<file path="src/sssd_ram.sv">
module sssd_ram #(
  parameter int unsigned Width = 8,
  parameter int unsigned Depth = 16
) (
  input  logic                                          clk_i,
  input  logic                                          we_i,
  input  logic [((Depth > 1) ? $clog2(Depth) : 1)-1:0]  waddr_i,
  input  logic [Width-1:0]                              wdata_i,
  input  logic                                          re_i,
  input  logic [((Depth > 1) ? $clog2(Depth) : 1)-1:0]  raddr_i,
  output logic [Width-1:0]                              rdata_o
);

  logic [Width-1:0] mem_q [Depth];
  logic [Width-1:0] rdata_q;

  always_ff @(posedge clk_i) begin
    if (we_i) begin
      mem_q[waddr_i] <= wdata_i;
    end
    if (re_i) begin
      rdata_q <= mem_q[raddr_i];
    end
  end

  assign rdata_o = rdata_q;

endmodule

</file>
<file path="config.mk">
export PLATFORM = sky130hd
export DESIGN_NAME = sssd_ram
export DESIGN_NICKNAME = d
export VERILOG_FILES = /design/src/sssd_ram.sv
export SDC_FILE = /design/constraint.sdc
export NUM_CORES = 1
export LEC_CHECK = 0
export BUFFER_PORTS_ARGS = -buffer_cell sky130_fd_sc_hd__buf_2
export CAP_MARGIN = 20
export CORE_MARGIN = 2
export CORE_UTILIZATION = 60
export CTS_CLUSTER_DIAMETER = 40
export DETAILED_ROUTE_END_ITERATION = 12
export GPL_TIMING_DRIVEN = 1
export PLACE_DENSITY = 0.78
export SETUP_SLACK_MARGIN = 0.1
export SYNTH_ARGS = -nofsm -noshare
export SYNTH_HDL_FRONTEND = slang
export SYNTH_SLANG_ARGS = --single-unit
</file>
<file path="constraint.sdc">
create_clock -name clk_i -period 1.91 [get_ports clk_i]
set_input_delay 0.191 -clock clk_i [delete_from_list [all_inputs] [get_ports clk_i]]
set_output_delay 0.191 -clock clk_i [all_outputs]
set_load 0.05 [all_outputs]
</file>
==> results of run 1 <==
## cells in the mapped netlist
cell type	n	area share (%)
clkdlybuf4s25_2	3	0.57
nand3_1	1	0.096
nor2b_1	1	0.12
nand3b_1	2	0.29
and2b_1	1	0.14
nor2_1	13	0.93
nand2_1	9	0.65
mux4_1	14	7.0
buf_6	3	0.65
nand2b_1	2	0.24
mux4_2	18	7.8
edfxtp_1	136	78
nor3_1	4	0.38
or3b_2	1	0.17
buf_4	1	0.14
and2_1	1	0.12
buf_2	3	0.29
a22oi_1	16	2.3
## cell families after synthesis
kind of cell | synth area share [%]
AND/OR/NAND/NOR | 3.136
flip-flops | 78.12
buffers and inverters | 1.651
multiplexers | 14.79
AO/OA/AOI/OAI | 2.298
## metrics by stage
stage / instance area (um2) / cells / setup slack [ps] / power (mW)
6_report: 6230 / 405 / 348.3 / 7.155
3_3_place_gp: 5609 / 375 / 87.15 / 3.794
2_1_floorplan: 5228 / 229 / 226.1 / 3.659
5_1_grt: 6230 / 405 / 288.0 / 7.340
3_5_place_dp: 5609 / 375 / 88.14 / 3.807
4_1_cts: 6230 / 405 / 332.2 / 7.195
## power breakdown
part	leakage [nW]	internal [mW]	switching (mW)
sequential	1.24	3.36	0.0193
clock	0.291	2.24	1.17
combinational	0.603	0.139	0.227
## state kept, by name, indices dropped and copies added, names as in the netlist
register and count:
rdata_o 8, mem_q 128
## layout make-up
class,count,area [um2]
multi-input combinational,83,1057
clock inverter,12,202.7
tap,108,135.1
sequential,136,4084
timing repair buffer,48,332.8
fill,479,2364
clock buffer,18,417.9
## layer usage
metal  vias to the layer above  global-route usage (%)
li1                       1094                       -
met1                      1276                   33.33
met2                       124                   37.29
met3                         7                   6.115
met4                         0                   9.829
met5                         -                       0
## final timing paths
kind                    start          to  cells after the start
setup / recovery  mem_q[1][0]  rdata_o[0]                      3
hold / removal           re_i  rdata_o[2]                      1
setup reg to reg  mem_q[1][0]  rdata_o[0]                      3
hold reg to reg   mem_q[5][2]  rdata_o[2]                      3
==> impl_metrics.json, run 1 <==
{
  "io_pins": 27,
  "gr-total-overflow": 0,
  "ir_drop_v": 0.0007743,
  "setup_violations": 0,
  "drc": 0,
  "worstSkewPairLatency_ps": 520,
  "numPortBuffers": 26,
  "final_common_cell": "edfxtp_1",
  "wl_per_cell_um": 25.60,
  "drt-met1-wl_mm": 4.198,
  "die_x_um": 97.34,
  "final_cell_mix": "136 x edfxtp_1, 26 x buf_2, 19 x buf_4, 18 x mux4_2",
  "final_hold_viol_count": 0,
  "setup-tns-final_ps": 0,
  "layout-drive-gt1-share_pct": 31.99,
  "fin_crit_sh_pct": 81.76,
  "post-route-util_pct": 72.50,
  "fin_skew_ps": 10.80,
  "r2r_slack_ps": 350,
  "viasPerCell": 6.175,
  "status": "complete, no violations",
  "synth_cell_types": 18,
  "cp.arrival_ps": 1810,
  "p_leak_nw": 2.129,
  "place_congestion": 0.7584,
  "met2_length_mm": 5.229,
  "die_area_um2": 9475,
  "synth-seq-cells": 136,
  "worstPathMaxFanout": 1,
  "cp.buffers_inverters": 0,
  "synthesis.nets": 248,
  "holdWs_ps": 43.90,
  "relSlewSlack_pct": 71.44,
  "synth_cells": 229,
  "first_pass_iters": 5,
  "drt_iter0_markers": 216,
  "htree_levels": 4,
  "yosysSeqAreaShare_pct": 78.12,
  "crit_family": "multiplexers",
  "area_growth_syn_to_layout_pct": 19.17,
  "cts.sinks": 136,
  "cp.required_ps": 2150,
  "min_period_ps": 1562,
  "numCtsBuffers": 17,
  "syn-cell-area_um2": 5228,
  "crit_path_end_kind": "flop",
  "cts_root_buffer": "clkbuf_8",
  "hold_buffers": 0,
  "clk_path_buf_depth": 2,
  "drv_cap": 0,
  "grt_pass1_vias": 2623,
  "maxSlewViolCount": 0,
  "post-cts-setup-buffers": 0,
  "cts_tree": "done",
  "ys_warn_count": 0,
  "track_usage_pct": 24.00,
  "via_count": 2501,
  "syn_area_per_cell_um2": 22.83,
  "dpl.hpwl_mm": 6.203,
  "wl_mm": 10.37,
  "worst_pin_slew_ps": 426.8,
  "slowest_delay_ps": 500,
  "finalNetCount": 305,
  "grt_first_pass_wirelength_mm": 15.88,
  "cts.reportedPaths.clkPinSlew_ps": 60,
  "rsz0062_at_grt": "false",
  "worstSetupPathType": "reg -> reg",
  "floorplan.initialDensity_pct": 60.83,
  "route.met3.wl_um": 861,
  "fmax_mhz": 640.3,
  "top_layer_used": "met4",
  "hp-class": "in -> reg",
  "grt_max_degree": 27,
  "antenna_found_initial": 0,
  "die_h_um": 97.34,
  "antenna_cells": 0,
  "drtAntennaViolNets": 0,
  "fp.coreArea_um2": 8593,
  "crit_path_cell_trace": "mux4_1 -> a22oi_1 -> nand2_1",
  "powerDensity_nw_per_um2": 1149,
  "start_kind": "flop",
  "ctsResizeCount": 0,
  "fp-row-count": 34,
  "cp_slowest_cell": "mux4_1"
}
No activity file was read; power rests on OpenSTA's default activity.
==> run 2: changes to the inputs <==
--- a/config.mk
+++ b/config.mk
@@ -5,14 +5,15 @@
 export SDC_FILE = /design/constraint.sdc
 export NUM_CORES = 1
 export LEC_CHECK = 0
+export ABC_AREA = 1
 export BUFFER_PORTS_ARGS = -buffer_cell sky130_fd_sc_hd__buf_2
 export CAP_MARGIN = 20
 export CORE_MARGIN = 2
-export CORE_UTILIZATION = 60
+export CORE_UTILIZATION = 55
 export CTS_CLUSTER_DIAMETER = 40
 export DETAILED_ROUTE_END_ITERATION = 12
 export GPL_TIMING_DRIVEN = 1
-export PLACE_DENSITY = 0.78
+export PLACE_DENSITY = 0.75
 export SETUP_SLACK_MARGIN = 0.1
 export SYNTH_ARGS = -nofsm -noshare
 export SYNTH_HDL_FRONTEND = slang
==> constraint.sdc (replaced) <==
create_clock -name clk_i -period 1.35 [get_ports clk_i]
set_input_delay 0.135 -clock clk_i [delete_from_list [all_inputs] [get_ports clk_i]]
set_output_delay 0.135 -clock clk_i [all_outputs]
set_load 0.05 [all_outputs]
==> impl_metrics.json, run 2 <==
{
  "holdPathEnd": "mem_q[0][4]",
  "synth-seq-cells": 136,
  "rsz0062_at_grt": "true",
  "layout-drive-gt1-share_pct": 13.61,
  "drv_cap": 0,
  "slowest_delay_ps": 420,
  "worstPathMaxFanout": 1,
  "cts_root_buffer": "clkbuf_8",
  "crit_path_end_kind": "output port",
  "area_growth_syn_to_layout_pct": 17.14,
  "r2r_slack_ps": 170,
  "syn_area_per_cell_um2": 10.61,
  "total_power_mw": 9.950,
  "final_hold_viol_count": 0,
  "synth_cell_types": 11,
  "clk_path_buf_depth": 2,
  "r2r-start": "mem_q[5][3]",
  "worstSetupPathType": "reg -> out",
  "synthTopCellsByCount": "173 x nand2_1, 136 x edfxtp_1, 100 x inv_1",
  "finalNetCount": 616,
  "ir_drop_v": 0.0009116,
  "floorplan.initialDensity_pct": 56.64,
  "cp_slowest_cell": "edfxtp_1",
  "cts.reportedPaths.clkPinSlew_ps": 60,
  "maxSlewViolCount": 0,
  "crit_path_cell_trace": "buf_6",
  "min_period_ps": 1264,
  "yosys.area.top_type": "edfxtp_1",
  "io_pins": 27,
  "htree_levels": 4,
  "largest_register_ffs": 128,
  "p_leak_nw": 2.971,
  "synth.most_common_cell": "nand2_1",
  "met1_usage_pct": 34.22,
  "setup_ws_ps": 86.03,
  "hp-class": "in -> reg",
  "drt_iter0_markers": 330,
  "cp.required_ps": 1220,
  "final_cell_mix": "173 x nand2_1, 136 x edfxtp_1, 100 x inv_1, 95 x nand3_1, 22 x buf_4",
  "fin_area_um2": 6849,
  "powerDensity_nw_per_um2": 1453,
  "start_kind": "flop",
  "use_met3_pct": 5.167,
  "cp.arrival_ps": 1130,
  "viasPerCell": 5.323,
  "ys_warn_count": 0,
  "synth_cells": 551,
  "grt_max_degree": 40,
  "worstHoldPathCells": 1,
  "regMostFlops": "mem_q",
  "fin_skew_ps": 4.607,
  "netlist.area_leader.share_pct": 69.85,
  "worst_pin_slew_ps": 595.0,
  "die_x_um": 107.1,
  "cp.depth": 1,
  "syn-cell-area_um2": 5847,
  "numPortBuffers": 26,
  "fp-row-count": 37,
  "antenna_found_initial": 0,
  "holdWs_ps": 36.79,
  "die_h_um": 107.1,
  "async_flop_share_pct": 0,
  "drtAntennaViolNets": 0,
  "drc": 0,
  "synth-main-ff-cell": "edfxtp_1",
  "rr_endpoint": "rdata_o[3]",
  "cp.buffers_inverters": 1,
  "post-cts-setup-buffers": 0,
  "place_congestion": 0.8139,
  "wl_mm": 13.10,
  "relSlewSlack_pct": 60.28,
  "grt-busiest-layer": "met2",
  "via_count": 3971,
  "fp.coreArea_um2": 10320,
  "numCtsBuffers": 17,
  "dpl.hpwl_mm": 7.958,
  "synth.area.top_cells": "edfxtp_1 70%, nand2_1 11%, nand3_1 8.3%",
  "crit_family": "flip-flops",
  "final_common_cell": "nand2_1",
  "fmax_mhz": 791.2,
  "synth_edf_count": 136,
  "worstSkewPairLatency_ps": 530,
  "first_pass_iters": 5,
  "die_area_um2": 11470,
  "synthesis.nets": 570,
  "reg2regPathDepth": 6,
  "setup_violations": 0,
  "wl_per_cell_um": 17.56,
  "yosysSeqAreaShare_pct": 69.85,
  "track_usage_pct": 25.04,
  "antenna_cells": 0,
  "place_area_um2": 6211,
  "grt_first_pass_wirelength_mm": 20.85,
  "fin_crit_sh_pct": 93.63,
  "grt_pass1_vias": 3910,
  "cts_tree": "done",
  "status": "complete, no violations",
  "min_from": "wdata_i[4]",
  "pre_cts_ws_ps": -29.94,
  "cts.sinks": 136,
  "met2_usage_pct": 39.69,
  "gr-total-overflow": 0
}
-- run 2: cell types whose count changed in the layout (fill, tap and decap cells not counted), sizes merged, moves of 2 or more --
cell	previous run	this run
a22oi	16	0
buf	48	50
bufinv	5	3
clkinv	4	8
inv	0	102
mux4	32	0
nand2	9	173
nand2b	2	0
nand3	1	97
nor2	13	17
nor3	4	0
-- run 2: cell type report --
| type | count | area [um2] |
|---|---|---|
| inverter | 102 | 382.9 |
| fill | 795 | 3475 |
| clock buffer | 18 | 417.9 |
| clock inverter | 14 | 157.7 |
| multi-input combinational | 289 | 1224 |
| timing repair buffer | 51 | 412.9 |
| sequential | 136 | 4084 |
| tap | 136 | 170.2 |
-- run 2: what timing repair did --
action	CTS	global route
resized for setup	9	9
pin swaps	0	0
endpoints found under the hold margin	8	0
hold buffers	1	0
setup endpoints to repair	6	9
-- run 2: worst max-delay path by stage --
| stage | from | to | slack (ps) |
|---|---|---|---|
| finish | rdata_o[2] | rdata_o[2] | 90 |
| global route | rdata_o[2] | rdata_o[2] | 60 |
| CTS | rdata_o[4] | rdata_o[4] | 70 |
| detailed placement | raddr_i[1] | rdata_o[0] | -30 |
| global placement | raddr_i[1] | rdata_o[0] | -20 |
| floorplan | waddr_i[2] | mem_q[10][0] | 260 |
-- run 2: logic make-up after synthesis --
kind of cell | share of synthesized area (%)
AND/OR/NAND/NOR | 20.76
flip-flops | 69.85
buffers and inverters | 9.394
-- run 2: power by group --
group / switching (mW) / internal [mW]
sequential: 0.0297 / 4.76
combinational: 0.481 / 0.206
clock: 1.69 / 2.79
total: 2.20 / 7.75
-- run 2: stage by stage --
| step | setup TNS, ps | utilization [%] | std cells |
|---|---|---|---|
| after CTS | 0 | 66.09 | 746 |
| final | 0 | 66.34 | 746 |
| after global routing | 0 | 66.34 | 746 |
| after detailed placement | -44.59 | 60.16 | 713 |
| after floorplan | 0 | - | 551 |
| after global placement | -33.20 | 60.16 | 713 |
-- run 2: routing by layer --
metal	vias to the layer above	wire length, um	part of all wire [%]
met5	-	0	0
li1	1876	-	-
met4	0	235	1.8
met1	1894	5256	40
met2	181	6517	50
met3	20	1088	8.3
==> run 3: changes to the inputs <==
--- a/config.mk
+++ b/config.mk
@@ -5,15 +5,14 @@
 export SDC_FILE = /design/constraint.sdc
 export NUM_CORES = 1
 export LEC_CHECK = 0
-export ABC_AREA = 1
 export BUFFER_PORTS_ARGS = -buffer_cell sky130_fd_sc_hd__buf_2
 export CAP_MARGIN = 20
 export CORE_MARGIN = 2
-export CORE_UTILIZATION = 55
+export CORE_UTILIZATION = 54
 export CTS_CLUSTER_DIAMETER = 40
 export DETAILED_ROUTE_END_ITERATION = 12
 export GPL_TIMING_DRIVEN = 1
-export PLACE_DENSITY = 0.75
+export PLACE_DENSITY = 0.74
 export SETUP_SLACK_MARGIN = 0.1
 export SYNTH_ARGS = -nofsm -noshare
 export SYNTH_HDL_FRONTEND = slang
==> impl_metrics.json, run 3 (synthesis gave the netlist of run 1 again) <==
{
  "status": "finished, violations left",
  "violations": "negative setup slack",
  "setup_ws_ps": -62.17,
  "min_period_ps": 1412,
  "fp-row-count": 35,
  "final_common_cell": "edfxtp_1",
  "grt_first_pass_wirelength_mm": 15.63,
  "cp.required_ps": 1600,
  "p_leak_nw": 2.195,
  "worstSetupPathType": "reg -> reg",
  "use_met3_pct": 5.540,
  "relSlewSlack_pct": 38.58,
  "instances_no_fill": 445,
  "viasPerCell": 5.764,
  "met2_usage_pct": 34.41,
  "antenna_found_initial": 0,
  "met1_usage_pct": 30.13,
  "worstSkewPairLatency_ps": 510,
  "holdWs_ps": 18.27,
  "final_cell_mix": "136 x edfxtp_1, 34 x buf_4, 32 x mux4_2, 19 x buf_2, 16 x clkbuf_16",
  "ir_drop_v": 0.001192,
  "p_comb_share_pct": 5.9,
  "power.switching_mw": 2.078,
  "multiInputGateArea_um2": 1096,
  "post-route-util_pct": 69.91,
  "power_frac_seq_pct": 46.5,
  "floorplan.initialDensity_pct": 56.04,
  "fin_skew_ps": 12.81,
  "area_growth_syn_to_layout_pct": 24.75,
  "via_count": 2565,
  "wl_mm": 10.03,
  "dpl.hpwl_mm": 6.200,
  "grt_max_degree": 24,
  "drc": 0,
  "maxSlewViolCount": 0,
  "track_usage_pct": 21.81,
  "final_hold_viol_count": 0,
  "antenna_cells": 0,
  "p_int_mw": 8.215,
  "die_h_um": 102.4,
  "setup_violations": 8,
  "cts_root_buffer": "clkbuf_8",
  "grt-busiest-layer": "met2",
  "powerDensity_nw_per_um2": 1578,
  "setup-tns-final_ps": -275.9,
  "layout-drive-gt1-share_pct": 45.25,
  "crit_path_end_kind": "flop",
  "grt_pass1_vias": 2738,
  "largest_register_ffs": 128,
  "cts_tree": "done",
  "regMostFlops": "mem_q",
  "gr-total-overflow": 0,
  "numPortBuffers": 26,
  "regArea_um2": 4084,
  "fillers": 570,
  "place_congestion": 0.7500,
  "cts.sinks": 136,
  "fp.coreArea_um2": 9328,
  "die_x_um": 102.4,
  "numCtsBuffers": 17,
  "total_power_mw": 10.29,
  "hp-class": "in -> reg",
  "worst_pin_slew_ps": 919.4,
  "finalNetCount": 323,
  "clk_path_buf_depth": 2,
  "drt_iter0_markers": 258,
  "worstPathMaxFanout": 1,
  "die_area_um2": 10480,
  "cts.reportedPaths.clkPinSlew_ps": 60,
  "drtAntennaViolNets": 0,
  "switching_share_pct": 20.19,
  "drv_cap": 0,
  "dp_cells": 409,
  "fin_crit_sh_pct": 104.6,
  "rsz0062_at_grt": "true",
  "cp.arrival_ps": 1660,
  "wl_per_cell_um": 22.53,
  "htree_levels": 4,
  "clockPowerShare_pct": 47.6,
  "io_pins": 27,
  "fmax_mhz": 708.1,
  "start_kind": "flop",
  "first_pass_iters": 4
}
-- run 3: worst paths after layout --
path | from | slack [ps] | cells after the start | end
max | mem_q[15][7] | -60 | 3 | rdata_o[7]
min | wdata_i[5] | 20 | 1 | mem_q[8][5]
max reg2reg | mem_q[15][7] | -60 | 3 | rdata_o[7]
min reg2reg | mem_q[6][3] | 770 | 3 | rdata_o[3]
-- run 3: what timing repair did --
| action | in CTS | in global routing |
|---|---|---|
| endpoints found under the setup margin | 10 | 15 |
| hold buffers | 5 | 0 |
| pin swaps | 2 | 4 |
| hold endpoints to repair | 37 | 0 |
| gates resized for setup | 13 | 14 |
| setup buffers | 0 | 0 |
-- run 3: layout make-up --
cell class | count | share of cell area (%)
sequential | 136 | 62.62
clock buffer | 17 | 6.351
multi-input combinational | 83 | 16.81
tap | 129 | 2.475
clock inverter | 14 | 3.415
timing repair buffer | 66 | 8.327
-- run 3: worst max-delay path, cell delays in order, from the launching register on --
cell	delay [ps]
edfxtp_1	380
mux4_2	530
a22oi_2	140
nand2_1	90
-- run 3: power by group through the flow --
stage               Sequential (mW)  Combinational (mW)  Clock, mW
finish                         4.79               0.606       4.90
global route                   4.79               0.653       5.15
CTS                            4.79               0.598       4.96
global placement               4.87               0.548          0
floorplan                      4.94               0.266          0
detailed placement             4.87               0.559          0
-- run 3: metal layers --
metal  up-vias  routed length, um
li1       1120                  -
met1      1315               3918
met4         0                110
met3         9                873
met2       121               5125
met5         -                  0
-- run 3: through the flow --
| stage | instance area [um2] | setup WS, ps |
|---|---|---|
| 5_1_grt | 6521 | -105.4 |
| 4_1_cts | 6489 | -79.37 |
| 2_1_floorplan | 5244 | 14.60 |
| 3_5_place_dp | 5753 | -377.2 |
| 3_3_place_gp | 5753 | -367.4 |
| 6_report | 6521 | -62.17 |
